`src/rtl/iotp_pkg.sv`:
```
// package for the time-of-day parser: widths, phase codes, character codes
// and the result bundle passed from the scanner to the top level
// no dependencies
package iotp_pkg;

    localparam int VALUE_WIDTH = 16;
    localparam int COUNT_WIDTH = 8;
    localparam int DIGIT_WIDTH = 4;

    localparam logic [7:0] CHAR_ZERO  = 8'h30;
    localparam logic [7:0] CHAR_COLON = 8'h3a;
    localparam logic [7:0] DIGIT_MAX  = 8'd9;

    localparam logic [VALUE_WIDTH-1:0] VALUE_MAX = {VALUE_WIDTH{1'b1}};
    localparam logic [COUNT_WIDTH-1:0] COUNT_MAX = {COUNT_WIDTH{1'b1}};

    typedef enum logic [2:0] {
        PH_HOUR_FIRST = 3'd0,
        PH_HOUR_MORE  = 3'd1,
        PH_MIN_FIRST  = 3'd2,
        PH_MIN_MORE   = 3'd3,
        PH_SEC_FIRST  = 3'd4,
        PH_SEC_MORE   = 3'd5,
        PH_IDLE       = 3'd6
    } t_phase;

    typedef struct packed {
        logic                   emit;
        logic                   ok;
        logic [VALUE_WIDTH-1:0] hours;
        logic [VALUE_WIDTH-1:0] minutes;
        logic [VALUE_WIDTH-1:0] seconds;
        logic [COUNT_WIDTH-1:0] count;
    } t_result;

endpackage

```
`src/rtl/iotp_digit_acc.sv`:
```
// saturating decimal accumulate step: acc * 10 + digit, clipped at all ones
// depends on iotp_pkg
module iotp_digit_acc (
    input  logic [iotp_pkg::VALUE_WIDTH-1:0] i_acc,
    input  logic [iotp_pkg::DIGIT_WIDTH-1:0] i_digit,
    output logic [iotp_pkg::VALUE_WIDTH-1:0] o_acc
);

    localparam int PW = iotp_pkg::VALUE_WIDTH + 4;
    localparam int SW = PW + 1;

    logic [PW-1:0] times_ten;
    logic [SW-1:0] sum;

    // acc * 10 as (acc << 3) + (acc << 1)
    assign times_ten = {1'b0, i_acc, 3'b000} + {3'b000, i_acc, 1'b0};
    assign sum       = {1'b0, times_ten} + {{(SW - iotp_pkg::DIGIT_WIDTH){1'b0}}, i_digit};

    // clip when anything lands above the value width
    assign o_acc = (sum[SW-1:iotp_pkg::VALUE_WIDTH] != '0) ? iotp_pkg::VALUE_MAX
                                                           : sum[iotp_pkg::VALUE_WIDTH-1:0];

endmodule

```
`src/rtl/iotp_scan.sv`:
```
// scan state machine: phase, value accumulators and byte count
// depends on iotp_pkg and iotp_digit_acc
module iotp_scan (
    input  logic                  i_clk,
    input  logic                  i_rst_n,
    input  logic                  i_accept,
    input  logic [7:0]            i_text_byte,
    input  logic                  i_begin_req,
    output iotp_pkg::t_result     o_result
);

    localparam int VW = iotp_pkg::VALUE_WIDTH;
    localparam int CW = iotp_pkg::COUNT_WIDTH;
    localparam int DW = iotp_pkg::DIGIT_WIDTH;

    iotp_pkg::t_phase r_phase, n_phase, cur_phase;
    logic [VW-1:0] r_hour, n_hour, cur_hour;
    logic [VW-1:0] r_min,  n_min,  cur_min;
    logic [VW-1:0] r_sec,  n_sec,  cur_sec;
    logic [CW-1:0] r_count, n_count, cur_count, bumped;

    logic [7:0]    diff;
    logic          is_digit;
    logic          is_colon;
    logic [DW-1:0] digit;
    logic [VW-1:0] digit_ext;
    logic [VW-1:0] acc_sel;
    logic [VW-1:0] acc_next;

    // character classes
    assign diff      = i_text_byte - iotp_pkg::CHAR_ZERO;
    assign is_digit  = (diff <= iotp_pkg::DIGIT_MAX);
    assign is_colon  = (i_text_byte == iotp_pkg::CHAR_COLON);
    assign digit     = diff[DW-1:0];
    assign digit_ext = {{(VW - DW){1'b0}}, digit};

    // a begin mark restarts the scan with this byte
    assign cur_phase = i_begin_req ? iotp_pkg::PH_HOUR_FIRST : r_phase;
    assign cur_hour  = i_begin_req ? '0 : r_hour;
    assign cur_min   = i_begin_req ? '0 : r_min;
    assign cur_sec   = i_begin_req ? '0 : r_sec;
    assign cur_count = i_begin_req ? '0 : r_count;
    assign bumped    = (cur_count == iotp_pkg::COUNT_MAX) ? cur_count : cur_count + 1'b1;

    // one shared accumulate unit, fed by the field being extended
    always_comb begin
        case (cur_phase)
            iotp_pkg::PH_MIN_MORE: acc_sel = cur_min;
            iotp_pkg::PH_SEC_MORE: acc_sel = cur_sec;
            default:               acc_sel = cur_hour;
        endcase
    end

    iotp_digit_acc u_acc (
        .i_acc   (acc_sel),
        .i_digit (digit),
        .o_acc   (acc_next)
    );

    // next phase
    always_comb begin
        n_phase = cur_phase;
        unique case (cur_phase)
            iotp_pkg::PH_HOUR_FIRST:
                n_phase = is_digit ? iotp_pkg::PH_HOUR_MORE : iotp_pkg::PH_IDLE;
            iotp_pkg::PH_HOUR_MORE:
                if (!is_digit) begin
                    n_phase = is_colon ? iotp_pkg::PH_MIN_FIRST : iotp_pkg::PH_IDLE;
                end
            iotp_pkg::PH_MIN_FIRST:
                n_phase = is_digit ? iotp_pkg::PH_MIN_MORE : iotp_pkg::PH_IDLE;
            iotp_pkg::PH_MIN_MORE:
                if (!is_digit) begin
                    n_phase = is_colon ? iotp_pkg::PH_SEC_FIRST : iotp_pkg::PH_IDLE;
                end
            iotp_pkg::PH_SEC_FIRST:
                n_phase = is_digit ? iotp_pkg::PH_SEC_MORE : iotp_pkg::PH_IDLE;
            iotp_pkg::PH_SEC_MORE:
                if (!is_digit) begin
                    n_phase = iotp_pkg::PH_IDLE;
                end
            default:
                n_phase = iotp_pkg::PH_IDLE;
        endcase
    end

    // accumulator updates and result
    always_comb begin
        n_hour   = cur_hour;
        n_min    = cur_min;
        n_sec    = cur_sec;
        n_count  = cur_count;
        o_result = '0;
        unique case (cur_phase)
            iotp_pkg::PH_HOUR_FIRST: begin
                if (is_digit) begin
                    n_hour  = digit_ext;
                    n_count = bumped;
                end else begin
                    o_result.emit = 1'b1;
                end
            end
            iotp_pkg::PH_HOUR_MORE: begin
                if (is_digit) begin
                    n_hour  = acc_next;
                    n_count = bumped;
                end else if (is_colon) begin
                    n_count = bumped;
                end else begin
                    o_result.emit = 1'b1;
                end
            end
            iotp_pkg::PH_MIN_FIRST: begin
                if (is_digit) begin
                    n_min   = digit_ext;
                    n_count = bumped;
                end else begin
                    o_result.emit = 1'b1;
                end
            end
            iotp_pkg::PH_MIN_MORE: begin
                if (is_digit) begin
                    n_min   = acc_next;
                    n_count = bumped;
                end else if (is_colon) begin
                    n_count = bumped;
                end else begin
                    // time without seconds
                    n_sec            = '0;
                    o_result.emit    = 1'b1;
                    o_result.ok      = 1'b1;
                    o_result.hours   = cur_hour;
                    o_result.minutes = cur_min;
                    o_result.seconds = '0;
                    o_result.count   = cur_count;
                end
            end
            iotp_pkg::PH_SEC_FIRST: begin
                if (is_digit) begin
                    n_sec   = digit_ext;
                    n_count = bumped;
                end else begin
                    o_result.emit = 1'b1;
                end
            end
            iotp_pkg::PH_SEC_MORE: begin
                if (is_digit) begin
                    n_sec   = acc_next;
                    n_count = bumped;
                end else begin
                    o_result.emit    = 1'b1;
                    o_result.ok      = 1'b1;
                    o_result.hours   = cur_hour;
                    o_result.minutes = cur_min;
                    o_result.seconds = cur_sec;
                    o_result.count   = cur_count;
                end
            end
            default: begin
                o_result = '0;
            end
        endcase
    end

    // scan state registers
    always_ff @(posedge i_clk) begin
        if (!i_rst_n) begin
            r_phase <= iotp_pkg::PH_HOUR_FIRST;
            r_hour  <= '0;
            r_min   <= '0;
            r_sec   <= '0;
            r_count <= '0;
        end else if (i_accept) begin
            r_phase <= n_phase;
            r_hour  <= n_hour;
            r_min   <= n_min;
            r_sec   <= n_sec;
            r_count <= n_count;
        end
    end

endmodule

```
`src/rtl/iso_time_of_day_parser_top.sv`:
```
// top level of the time-of-day parser: input handshake, scanner and result register
// depends on iotp_pkg and iotp_scan
//
// usage:
//   input channel carries one text byte per item with a begin flag that
//   restarts the scan on that byte. output channel carries one result item
//   (ok flag, hours, minutes, seconds, bytes consumed) per finished scan.
//   an item is taken at a clock edge with valid high and stall low.
// throughput and result timing:
//   one input item per cycle while o_stall is low. the byte that ends a scan
//   yields its result on the output in the cycle after it is accepted; only
//   the scanner's combinational decode of that byte against its stored
//   state sits between the accepted byte and the result register.
// stall behavior:
//   a held result keeps its value while i_stall is high; o_stall rises
//   only while a result is held and the receiver stalls, so new bytes keep
//   flowing whenever the result register is free or being emptied.
// reset:
//   synchronous, active low. the output empties and the scanner expects a
//   first hour digit at once, without a begin mark.
module iso_time_of_day_parser_top (
    input  logic                                i_clk,
    input  logic                                i_rst_n,
    input  logic                                i_valid,
    output logic                                o_stall,
    input  logic [7:0]                          i_text_byte,
    input  logic                                i_begin_req,
    output logic                                o_valid,
    input  logic                                i_stall,
    output logic                                o_time_ok,
    output logic [iotp_pkg::VALUE_WIDTH-1:0]    o_hours,
    output logic [iotp_pkg::VALUE_WIDTH-1:0]    o_minutes,
    output logic [iotp_pkg::VALUE_WIDTH-1:0]    o_seconds,
    output logic [iotp_pkg::COUNT_WIDTH-1:0]    o_bytes_scanned
);

    logic              accept;
    iotp_pkg::t_result result;

    logic                             r_out_valid;
    logic                             r_ok;
    logic [iotp_pkg::VALUE_WIDTH-1:0] r_hours;
    logic [iotp_pkg::VALUE_WIDTH-1:0] r_minutes;
    logic [iotp_pkg::VALUE_WIDTH-1:0] r_seconds;
    logic [iotp_pkg::COUNT_WIDTH-1:0] r_count;

    // input handshake
    assign o_stall = r_out_valid && i_stall;
    assign accept  = i_valid && !o_stall;

    iotp_scan u_scan (
        .i_clk       (i_clk),
        .i_rst_n     (i_rst_n),
        .i_accept    (accept),
        .i_text_byte (i_text_byte),
        .i_begin_req (i_begin_req),
        .o_result    (result)
    );

    // result register valid flag
    always_ff @(posedge i_clk) begin
        if (!i_rst_n) begin
            r_out_valid <= 1'b0;
        end else if (accept && result.emit) begin
            r_out_valid <= 1'b1;
        end else if (!i_stall) begin
            r_out_valid <= 1'b0;
        end
    end

    // result payload
    always_ff @(posedge i_clk) begin
        if (accept && result.emit) begin
            r_ok      <= result.ok;
            r_hours   <= result.hours;
            r_minutes <= result.minutes;
            r_seconds <= result.seconds;
            r_count   <= result.count;
        end
    end

    assign o_valid         = r_out_valid;
    assign o_time_ok       = r_ok;
    assign o_hours         = r_hours;
    assign o_minutes       = r_minutes;
    assign o_seconds       = r_seconds;
    assign o_bytes_scanned = r_count;

endmodule

```
`config.mk`:
```
export PLATFORM = sky130hd
export DESIGN_NAME = iso_time_of_day_parser_top
export DESIGN_NICKNAME = d
export VERILOG_FILES = /design/src/rtl/iotp_pkg.sv /design/src/rtl/iotp_digit_acc.sv /design/src/rtl/iotp_scan.sv /design/src/rtl/iso_time_of_day_parser_top.sv
export SDC_FILE = /design/constraint.sdc
export NUM_CORES = 1
export LEC_CHECK = 0
export BUFFER_PORTS_ARGS = -buffer_cell sky130_fd_sc_hd__buf_2
export CAP_MARGIN = 10
export CORE_ASPECT_RATIO = 1.1
export CORE_MARGIN = 2
export CORE_UTILIZATION = 45
export DETAILED_ROUTE_END_ITERATION = 12
export HOLD_SLACK_MARGIN = 0.15
export PLACE_DENSITY = 0.66
export REMOVE_ABC_BUFFERS = 1
export SLEW_MARGIN = 20
export SYNTH_ARGS = -nofsm -noshare
export SYNTH_HDL_FRONTEND = slang
export SYNTH_SLANG_ARGS = --single-unit
```
`constraint.sdc`:
```
create_clock -name i_clk -period 4.6 [get_ports i_clk]
set_input_delay 0 -clock i_clk [delete_from_list [all_inputs] [get_ports i_clk]]
set_output_delay 0 -clock i_clk [all_outputs]
set_load 0.02 [all_outputs]
```
==> results.json, run 1 <==
{
  "placed_area_um2": 7780,
  "grt_use_total": 0.262,
  "syn_to_final_growth_pct": 20.1,
  "status": "finished, final reports clean",
  "mostFrequentLayoutCells": "92 x a21oi_1, 81 x nor2_1, 71 x buf_2",
  "synth_edf_count": 57,
  "drv_slew": 0,
  "fp.dieW_um": 124,
  "hold_slack_ns": 0.168,
  "place_congestion": 0.953,
  "leakagePower_nw": 3.34,
  "crit_start": "u_scan.r_phase[2]$_SDFFE_PN0P_",
  "syn-mean-instance-area_um2": 8.81,
  "p_switching_mw": 0.759,
  "overflow": 0,
  "viasPerCell": 6.19,
  "peakVddDrop_mv": 0.240,
  "drtAntennaViolNets": 0,
  "drtIter0Drc": 834,
  "period_needed_ns": 4.42,
  "drc_errors": 0,
  "combPwrFrac": 0.106,
  "clk_pin_slew_ns": 0.06,
  "drt-total-wl_um": 21700,
  "required_ns": 4.88,
  "drv_cap": 0,
  "fillers": 1418,
  "end_kind": "flip-flop",
  "yosysSeqAreaShare": 0.411,
  "dp_hpwl_um": 14900,
  "die-area_um2": 16800,
  "synth_top_family_by_area": "compound AO/OA/AOI/OAI gates",
  "p_sw_frac": 0.262,
  "path_cells": "nand2b_1 -> a211o_4 -> buf_4 -> a222oi_1 -> nor2_1 -> ha_1 -> ha_1 -> a21oi_1 -> nor2_1 -> a2111oi_1 -> a31oi_1 -> o2bb2ai_2 -> nand3_4 -> buf_12 -> o211ai_1 -> a21oi_1",
  "final.setup.tns_ns": 0,
  "ys_ff_latch": 117,
  "rows": 48,
  "slew_headroom": 0.265,
  "synthesis.area_um2": 7090,
  "startpoint_type": "flip-flop",
  "r2r_slack_ns": 0.18,
  "yosysWarnings": 0,
  "drt-pass1-iter-count": 8,
  "regToRegEndpoint": "u_scan.r_min[6]$_SDFFE_PN0P_",
  "num-nets-final": 932,
  "grt_max_degree": 33,
  "r2r-start": "u_scan.r_phase[2]$_SDFFE_PN0P_",
  "cp_max_fo": 23,
  "start_util": 0.456,
  "clock_latency_ns": 0.42,
  "synth_ff_type": "dfxtp_1",
  "numCtsBuffers": 17,
  "r2r_cells": 16,
  "max_freq_mhz": 226,
  "hold_class": "in2reg",
  "skew_ns": 0.00691,
  "rsz0062_at_grt": "yes",
  "hold_violations": 0,
  "seqPwrFrac": 0.399,
  "yosys.area_share.simple": 0.203,
  "setup_violations": 0,
  "powerDensity_nw_per_um2": 340,
  "antenna_found_initial": 0,
  "endpoint": "u_scan.r_min[6]$_SDFFE_PN0P_",
  "core-area_um2": 15600,
  "htreeDepth": 4,
  "fin_area_um2": 8510,
  "cpMaxStageDelayCell": "a2111oi_1",
  "clock-sinks": 117,
  "final_common_cell": "a21oi_1",
  "wl_per_cell_um": 19.7,
  "layout-drive-gt1-share": 0.184,
  "clkPwrFrac": 0.495,
  "max_stage_delay_ns": 0.52,
  "p_int_mw": 2.14,
  "antenna_cells": 0,
  "io_pins": 72,
  "synth-compound-area-share": 0.265,
  "synth_cell_types": 68,
  "worstSetupPathType": "reg2reg",
  "grt_pass1_vias": 6208,
  "syn_inst": 805,
  "final_util": 0.547,
  "min_period_over_period": 0.961,
  "cts_tree": "built",
  "die_h_um": 136,
  "synth_mux_area_frac": 0.00424,
  "grt_pass1_wl_um": 34100,
  "synth-adder-area-share": 0.0621,
  "async_flop_share": 0,
  "cp.arrival_ns": 4.70,
  "cts-root-buf": "clkbuf_16",
  "cts_buffer_depth": 2,
  "num_vias": 6797,
  "finalPower_mw": 2.90,
  "synth_xor_xnor_area_share": 0.0161,
  "tightest_slew_ns": 1.10,
  "io_buffer_count": 71
}
synth_stat cells, drive strengths merged, types with 12 or more instances:
cell    count  area (um2)
a21oi      93         465
a222oi     12         120
nor2b      23         144
and3       14        87.6
a211oi     26         215
o221ai     15         150
ha         32         400
nor3       20         100
nand2      56         210
nand3      16        92.6
dfxtp      60        1200
o21ai      72         364
edfxtp     57        1710
nor2       84         318
clkbuf     44         165
nand2b     14        87.6
inv        14        52.6
and2       37         231
flip-flops by register name, indices dropped and copies added (netlist names), 8 cells and up:
| name | cells |
|---|---|
| u_scan.r_sec | 16 |
| u_scan.r_min | 16 |
| o_minutes | 16 |
| o_bytes_scanned | 8 |
| o_seconds | 16 |
| u_scan.r_count | 8 |
| u_scan.r_hour | 16 |
| o_hours | 16 |
kinds of logic (layout without fill, tap and decap cells):
| logic type | after synthesis | in the layout |
|---|---|---|
| and+or+nand+nor | 287 | 287 |
| AOI/OAI and AO/OA | 286 | 286 |
| DFF | 117 | 117 |
| buffers and inverters | 65 | 158 |
| adders and majority gates | 34 | 34 |
| xor gates and xnor gates | 13 | 13 |
| muxes | 3 | 3 |
layout make-up:
| class | instances | area [um2] | share of cell area |
|---|---|---|---|
| Multi-Input combinational cell | 623 | 3950 | 0.464 |
| Sequential cell | 117 | 2910 | 0.342 |
| Timing Repair Buffer | 112 | 722 | 0.0848 |
| Clock buffer | 17 | 425 | 0.0500 |
| Tap cell | 200 | 250 | 0.0294 |
| Clock inverter | 15 | 203 | 0.0238 |
| Inverter | 14 | 52.6 | 0.00617 |
power groups by stage:
stage | sequential [mW] | clock [mW] | combinational, mW
2_1_floorplan | 1.23 | 0 | 0.128
3_3_place_gp | 1.18 | 0 | 0.291
3_5_place_dp | 1.18 | 0 | 0.293
4_1_cts | 1.16 | 1.44 | 0.300
5_1_grt | 1.16 | 1.49 | 0.330
6_report | 1.16 | 1.43 | 0.307
repair_timing:
action                                  4_1_cts  5_1_grt
hold endpoints to repair                     23        0
endpoints found under the setup margin        0       46
setup buffers                                 0        0
hold buffers                                  7        0
gates resized for setup                       0       12
metal layers:
metal | vias to the layer above | part of all wire | track usage
met4 | 0 | 0.029 | 0.0890
met1 | 3142 | 0.44 | 0.368
met2 | 386 | 0.44 | 0.397
met3 | 72 | 0.088 | 0.0556
li1 | 3197 | - | -
met5 | - | 0 | 0
metrics by stage:
step,std cells,setup slack [ns]
after floorplan,754,-0.271
after global placement,1059,0.189
after detailed placement,1059,0.0560
after CTS,1098,0.0135
after global routing,1098,-0.0263
final,1098,0.179
worst max-delay path, delay by kind of cell (launching register included):
| kind | cells | cell delay, ns |
|---|---|---|
| adders and majority gates | 2 | 0.61 |
| buffers and inverters | 2 | 0.40 |
| and+or+nand+nor | 4 | 0.60 |
| DFF | 1 | 0.35 |
| AOI/OAI and AO/OA | 8 | 2.32 |
worst min-delay path by stage:
stage,startpoint,end,slack [ns],cells past startpoint
after detailed placement,i_stall,o_valid$_SDFFE_PN0P_,0.36,4
final,i_valid,u_scan.r_phase[0]$_SDFFE_PN0P_,0.17,5
after floorplan,i_rst_n,o_valid$_SDFFE_PN0P_,0.12,1
after CTS,i_valid,u_scan.r_phase[0]$_SDFFE_PN0P_,0.16,5
after global routing,i_valid,u_scan.r_phase[0]$_SDFFE_PN0P_,0.19,5
after global placement,i_stall,o_valid$_SDFFE_PN0P_,0.35,4
No activity file was read; power rests on OpenSTA's default activity.
==> inputs of run 2 (changes only) <==
--- a/config.mk
+++ b/config.mk
@@ -6,13 +6,11 @@
 export NUM_CORES = 1
 export LEC_CHECK = 0
 export BUFFER_PORTS_ARGS = -buffer_cell sky130_fd_sc_hd__buf_2
-export CAP_MARGIN = 10
 export CORE_ASPECT_RATIO = 1.1
-export CORE_MARGIN = 2
 export CORE_UTILIZATION = 45
 export DETAILED_ROUTE_END_ITERATION = 12
 export HOLD_SLACK_MARGIN = 0.15
-export PLACE_DENSITY = 0.66
+export PLACE_DENSITY = 0.64
 export REMOVE_ABC_BUFFERS = 1
 export SLEW_MARGIN = 20
 export SYNTH_ARGS = -nofsm -noshare
==> constraint.sdc (replaced) <==
create_clock -name i_clk -period 4.1 [get_ports i_clk]
set_input_delay 0 -clock i_clk [delete_from_list [all_inputs] [get_ports i_clk]]
set_output_delay 0 -clock i_clk [all_outputs]
set_load 0.02 [all_outputs]
==> run 2 against run 1 <==
  * The run now ends with setup timing left
  * Setup slack got worse by 0.31 ns
  * Register-to-register slack got worse by 0.31 ns
  * First-iteration DRC count fell by 5.2%
  * Clock skew fell by 0.00070 ns
  * Core utilization rose by 9.4 points
  * Count of clock-buffer cells in the layout did not move
  * Combinational power rose by 34%
  * Fmax rose by 4.5%
  * Critical path type unchanged
  * Critical endpoint is now u_scan.r_sec[1]$_SDFFE_PN0P_
  * Largest cell class unchanged
  * Highest routed layer unchanged
==> results.json, run 2 (same netlist as run 1, synthesis figures left out) <==
{
  "final_common_cell": "buf_4",
  "numCtsBuffers": 17,
  "drt-pass1-iter-count": 7,
  "seqPwrFrac": 0.417,
  "hold_class": "in2reg",
  "grt_pass1_vias": 7071,
  "num_vias": 7576,
  "htreeDepth": 4,
  "io_buffer_count": 71,
  "clk_pin_slew_ns": 0.06,
  "cts_buffer_depth": 2,
  "period_needed_ns": 4.23,
  "min-delay-start": "i_text_byte[3]",
  "start_util": 0.465,
  "grt_use_total": 0.316,
  "worstSetupPathType": "reg2reg",
  "syn_to_final_growth_pct": 37.8,
  "startpoint_type": "flip-flop",
  "finalWorstSetupSlack_ns": -0.130,
  "clkPwrFrac": 0.451,
  "mostFrequentLayoutCells": "111 x buf_4, 84 x a21oi_1, 75 x nor2_1",
  "skew_ns": 0.00622,
  "antenna_found_initial": 0,
  "p_sw_frac": 0.278,
  "die-area_um2": 16300,
  "peakVddDrop_mv": 0.284,
  "setup_violations": 37,
  "final-seq-area_um2": 2920,
  "grt_max_degree": 46,
  "drc_errors": 0,
  "cp.arrival_ns": 4.57,
  "r2r-start": "u_scan.r_phase[1]$_SDFFE_PN0P_",
  "p_switching_mw": 0.866,
  "core-area_um2": 15200,
  "drt-total-wl_um": 25600,
  "violations": "setup timing",
  "rows": 47,
  "drv_cap": 0,
  "holdPathEnd": "u_scan.r_hour[3]$_SDFFE_PN0P_",
  "required_ns": 4.44,
  "place_congestion": 0.924,
  "cts_tree": "built",
  "status": "complete, but fails checks",
  "powerDensity_nw_per_um2": 319,
  "dpl.cell_count": 1130,
  "clock_latency_ns": 0.42,
  "r2r_cells": 16,
  "max_freq_mhz": 236,
  "tightest_slew_ns": 1.12,
  "layoutNonFillerInstCount": 1199,
  "drtAntennaViolNets": 0,
  "slew_headroom": 0.251,
  "fp.dieW_um": 122,
  "leakagePower_nw": 3.82,
  "grt_pass1_wl_um": 39000,
  "combPwrFrac": 0.132,
  "regToRegEndpoint": "u_scan.r_sec[1]$_SDFFE_PN0P_",
  "wl_per_cell_um": 21.3,
  "final_util": 0.641,
  "viasPerCell": 6.32,
  "fillers": 1274,
  "antenna_cells": 0,
  "r2r_slack_ns": -0.13,
  "layout-drive-gt1-share": 0.330,
  "p_int_mw": 2.25,
  "drv_slew": 0,
  "hold_violations": 0,
  "overflow": 0,
  "die_h_um": 134,
  "whs_path_depth": 5,
  "rsz0062_at_grt": "yes",
  "cp_max_fo": 7,
  "io_pins": 72,
  "clock-sinks": 117,
  "cts-root-buf": "clkbuf_16",
  "multiInputGateArea_um2": 4440,
  "drtIter0Drc": 791,
  "min_period_over_period": 1.03,
  "dp_hpwl_um": 17500,
  "num-nets-final": 1037,
  "end_kind": "flip-flop"
}
run 2: changes by cell type in the layout (fill, tap and decap cells not counted), sizes merged:
cell	delta
buf	+91
dlygate4sd3	+11
bufinv	-3
clkinv	+2
a211o	+1
clkbuf	+1
inv	+1
nand3	+1
run 2: worst max-delay path by stage:
| stage | depth (start not counted) | from | to | slack, ns |
|---|---|---|---|---|
| floorplan | 13 | u_scan.r_phase[1]$_SDFFE_PN0P_ | u_scan.r_hour[10]$_SDFFE_PN0P_ | -0.77 |
| global placement | 16 | u_scan.r_phase[1]$_SDFFE_PN0P_ | u_scan.r_sec[4]$_SDFFE_PN0P_ | -0.26 |
| detailed placement | 16 | u_scan.r_phase[1]$_SDFFE_PN0P_ | u_scan.r_min[11]$_SDFFE_PN0P_ | -0.31 |
| finish | 16 | u_scan.r_phase[1]$_SDFFE_PN0P_ | u_scan.r_sec[1]$_SDFFE_PN0P_ | -0.13 |
| CTS | 17 | u_scan.r_phase[2]$_SDFFE_PN0P_ | u_scan.r_hour[8]$_SDFFE_PN0P_ | -0.02 |
| global route | 16 | u_scan.r_phase[1]$_SDFFE_PN0P_ | u_scan.r_sec[5]$_SDFFE_PN0P_ | -0.23 |
run 2: power groups by stage:
stage / clock network (mW) / registers, mW / logic (mW)
final: 1.40 / 1.30 / 0.411
after global routing: 1.46 / 1.30 / 0.438
after CTS: 1.41 / 1.30 / 0.385
after detailed placement: 0 / 1.32 / 0.351
after global placement: 0 / 1.32 / 0.345
after floorplan: 0 / 1.38 / 0.144
run 2: timing repair:
item / 4_1_cts / 5_1_grt
setup buffers: 8 / 7
endpoints found under the hold margin: 23 / 0
gates cloned: 4 / 0
hold buffers: 18 / 0
setup endpoints to repair: 48 / 48
gates resized for setup: 57 / 62
pin swaps: 53 / 62
run 2: routing by layer:
metal,GRT usage,up-vias,share of wire
li1,-,3411,-
met1,0.428,3602,0.41
met2,0.491,484,0.46
met3,0.0685,79,0.098
met4,0.116,0,0.031
met5,0,-,0
run 2: critical path, stage by stage, from the launching register on:
cell and delay (ns):
dfxtp_4 0.36, nand2b_4 0.16, a211o_4 0.38, buf_6 0.13
a222oi_1 0.47, nor2_1 0.13, ha_2 0.30, ha_4 0.16
a21o_1 0.19, a21o_1 0.16, a22o_1 0.25, or4b_1 0.54
o2111a_2 0.22, nand3_4 0.16, buf_6 0.18, o221ai_2 0.10
a211oi_2 0.24
run 2: final cells by class:
type / count / share of cell area
clock buffers: 17 / 0.0436
clock inverters: 15 / 0.0135
inverters: 14 / 0.00538
multi-input cells: 625 / 0.455
flip-flops and latches: 117 / 0.299
well taps: 196 / 0.0251
repair buffers: 215 / 0.159
run 2: metrics by stage:
step           instance area (um2)  total power [mW]  setup TNS, ns  worst slack (ns)  hold WS [ns]
6_report                      9770              3.11          -2.41            -0.130         0.299
5_1_grt                       9770              3.20          -6.30            -0.227         0.317
4_1_cts                       9410              3.09        -0.0825           -0.0203         0.284
3_5_place_dp                  8310              1.67         -11.79            -0.309         0.373
3_3_place_gp                  8310              1.66          -8.72            -0.262         0.356
2_1_floorplan                 6870              1.52         -41.97            -0.771         0.118
==> inputs of run 3 (changes only) <==
--- a/config.mk
+++ b/config.mk
@@ -6,11 +6,14 @@
 export NUM_CORES = 1
 export LEC_CHECK = 0
 export BUFFER_PORTS_ARGS = -buffer_cell sky130_fd_sc_hd__buf_2
+export CELL_PAD_IN_SITES_DETAIL_PLACEMENT = 0
+export CELL_PAD_IN_SITES_GLOBAL_PLACEMENT = 1
 export CORE_ASPECT_RATIO = 1.1
+export CORE_MARGIN = 2
 export CORE_UTILIZATION = 45
 export DETAILED_ROUTE_END_ITERATION = 12
 export HOLD_SLACK_MARGIN = 0.15
-export PLACE_DENSITY = 0.64
+export PLACE_DENSITY = 0.8
 export REMOVE_ABC_BUFFERS = 1
 export SLEW_MARGIN = 20
 export SYNTH_ARGS = -nofsm -noshare
==> run 3 against run 2 <==
  * The flow still finishes with violations (setup timing)
  * Die area grew 3.2%
  * Non-clock buffer count shrank 13
  * Sequential cell count is the same
  * Setup slack lost 0.028 ns
  * Count of clock-buffer cells in the layout is the same
  * Fmax shrank 0.66%
  * Sequential power is essentially flat
  * Critical path type unchanged
  * Critical endpoint is now u_scan.r_sec[11]$_SDFFE_PN0P_
  * Highest routed layer unchanged
==> results.json, run 3 (same netlist as run 1, synthesis figures left out) <==
{
  "numCtsBuffers": 17,
  "clk_pin_slew_ns": 0.06,
  "num-nets-final": 1022,
  "status": "complete, but fails checks",
  "layout-drive-gt1-share": 0.353,
  "finalPower_mw": 3.25,
  "finalWorstSetupSlack_ns": -0.158,
  "dpl.cell_count": 1129,
  "worstSetupPathType": "reg2reg",
  "htreeDepth": 4,
  "overflow": 0,
  "final.setup.tns_ns": -3.94,
  "clock_latency_ns": 0.43,
  "grt_pass1_vias": 7148,
  "cp_num_buf_inv": 3,
  "place_congestion": 0.937,
  "critPathTopFamily": "compound AO/OA/AOI/OAI gates",
  "die_h_um": 136,
  "powerDensity_nw_per_um2": 327,
  "clock-sinks": 117,
  "r2r-start": "u_scan.r_phase[2]$_SDFFE_PN0P_",
  "io_pins": 72,
  "cpMaxStageDelayCell": "or4b_1",
  "max_stage_delay_ns": 0.52,
  "place_ws_ns": -0.354,
  "drt-pass1-iter-count": 9,
  "cp_max_fo": 7,
  "multiInputGateArea_um2": 4590,
  "num_vias": 7370,
  "wl_per_cell_um": 21.4,
  "hold_class": "in2reg",
  "viasPerCell": 6.20,
  "path_cells": "nand2b_4 -> a211o_4 -> buf_12 -> a222oi_1 -> nor2_1 -> ha_1 -> ha_4 -> a21o_1 -> a21o_1 -> a22o_1 -> or4b_1 -> o2111a_2 -> nand3_4 -> buf_6 -> buf_12 -> o221ai_2 -> a211oi_2",
  "slew_headroom": 0.0980,
  "hold_slack_ns": 0.220,
  "period_needed_ns": 4.26,
  "peakVddDrop_mv": 0.319,
  "min-delay-start": "i_text_byte[3]",
  "grt_use_total": 0.304,
  "final_common_cell": "buf_4",
  "crit_start": "u_scan.r_phase[2]$_SDFFE_PN0P_",
  "min_period_over_period": 1.04,
  "antenna_found_initial": 0,
  "setup_violations": 43,
  "cts_buffer_depth": 2,
  "core-area_um2": 15600,
  "grt_pass1_wl_um": 38800,
  "drtAntennaViolNets": 0,
  "tightest_slew_ns": 1.35,
  "max_freq_mhz": 235,
  "drt-total-wl_um": 25500,
  "antenna_cells": 0,
  "grt_max_degree": 36,
  "end_kind": "flip-flop",
  "fp.dieW_um": 124,
  "syn_to_final_growth_pct": 40.5,
  "drv_slew": 0,
  "start_util": 0.456,
  "dp_hpwl_um": 17400,
  "fillers": 1317,
  "drv_cap": 0,
  "rsz0062_at_grt": "yes",
  "cp.arrival_ns": 4.61,
  "drtIter0Drc": 789,
  "rows": 48,
  "hold_violations": 0,
  "die-area_um2": 16800,
  "cts_tree": "built",
  "leakagePower_nw": 3.89,
  "final-seq-area_um2": 2920,
  "io_buffer_count": 71,
  "skew_ns": 0.00798,
  "drc_errors": 0,
  "required_ns": 4.45,
  "layoutNonFillerInstCount": 1188,
  "mostFrequentLayoutCells": "103 x buf_4, 78 x a21oi_1, 76 x nor2_1",
  "cts-root-buf": "clkbuf_16",
  "startpoint_type": "flip-flop",
  "violations": "setup timing"
}
run 3: repair_timing:
item                                   4_1_cts  5_1_grt
hold buffers                                 6        0
setup endpoints to repair                   48       48
cloned                                       4        1
endpoints found under the hold margin       23        0
resized for setup                           78       79
pin swaps                                   60       41
buffers inserted                            13        7
run 3: worst register-to-register path, stage by stage (launching register included):
cell and delay [ns]:
dfxtp_4 0.36, nand2b_4 0.15, a211o_4 0.38, buf_12 0.16, a222oi_1 0.48, nor2_1 0.13, ha_1 0.35, ha_4 0.23
a21o_1 0.17, a21o_1 0.15, a22o_1 0.21, or4b_1 0.52, o2111a_2 0.19, nand3_4 0.12, buf_6 0.13, buf_12 0.13
o221ai_2 0.13, a211oi_2 0.20
run 3: metrics by stage:
step	util	instance area [um2]
2_1_floorplan	-	6870
3_3_place_gp	0.535	8330
3_5_place_dp	0.535	8330
4_1_cts	0.618	9610
5_1_grt	0.640	9960
6_report	0.640	9960
run 3: power by group:
group          internal, mW  total [mW]  switching [mW]
sequential             1.28        1.30          0.0221
clock                 0.957        1.55           0.592
combinational         0.132       0.404           0.272
run 3: area by class of cell:
cell class                      instances  share of cell area
Timing Repair Buffer                  202               0.155
Clock buffer                           17              0.0427
Multi-Input combinational cell        623               0.460
Clock inverter                         15              0.0182
Sequential cell                       117               0.293
Tap cell                              200              0.0251
Inverter                               14             0.00528
run 3: final timing paths:
path	end	slack, ns	cells past startpoint
worst max-delay path	u_scan.r_sec[11]$_SDFFE_PN0P_	-0.16	17
worst min-delay path	u_scan.r_hour[3]$_SDFFE_PN0P_	0.22	5
worst max register to register	u_scan.r_sec[11]$_SDFFE_PN0P_	-0.16	17
worst min register to register	u_scan.r_sec[4]$_SDFFE_PN0P_	0.48	2
run 3: metal layers:
metal / vias up / track usage / routed length [um]
met1: 3561 / 0.411 / 11000
met3: 60 / 0.0560 / 1890
met2: 367 / 0.474 / 11900
met4: 0 / 0.128 / 616
li1: 3382 / - / -
met5: - / 0 / 0
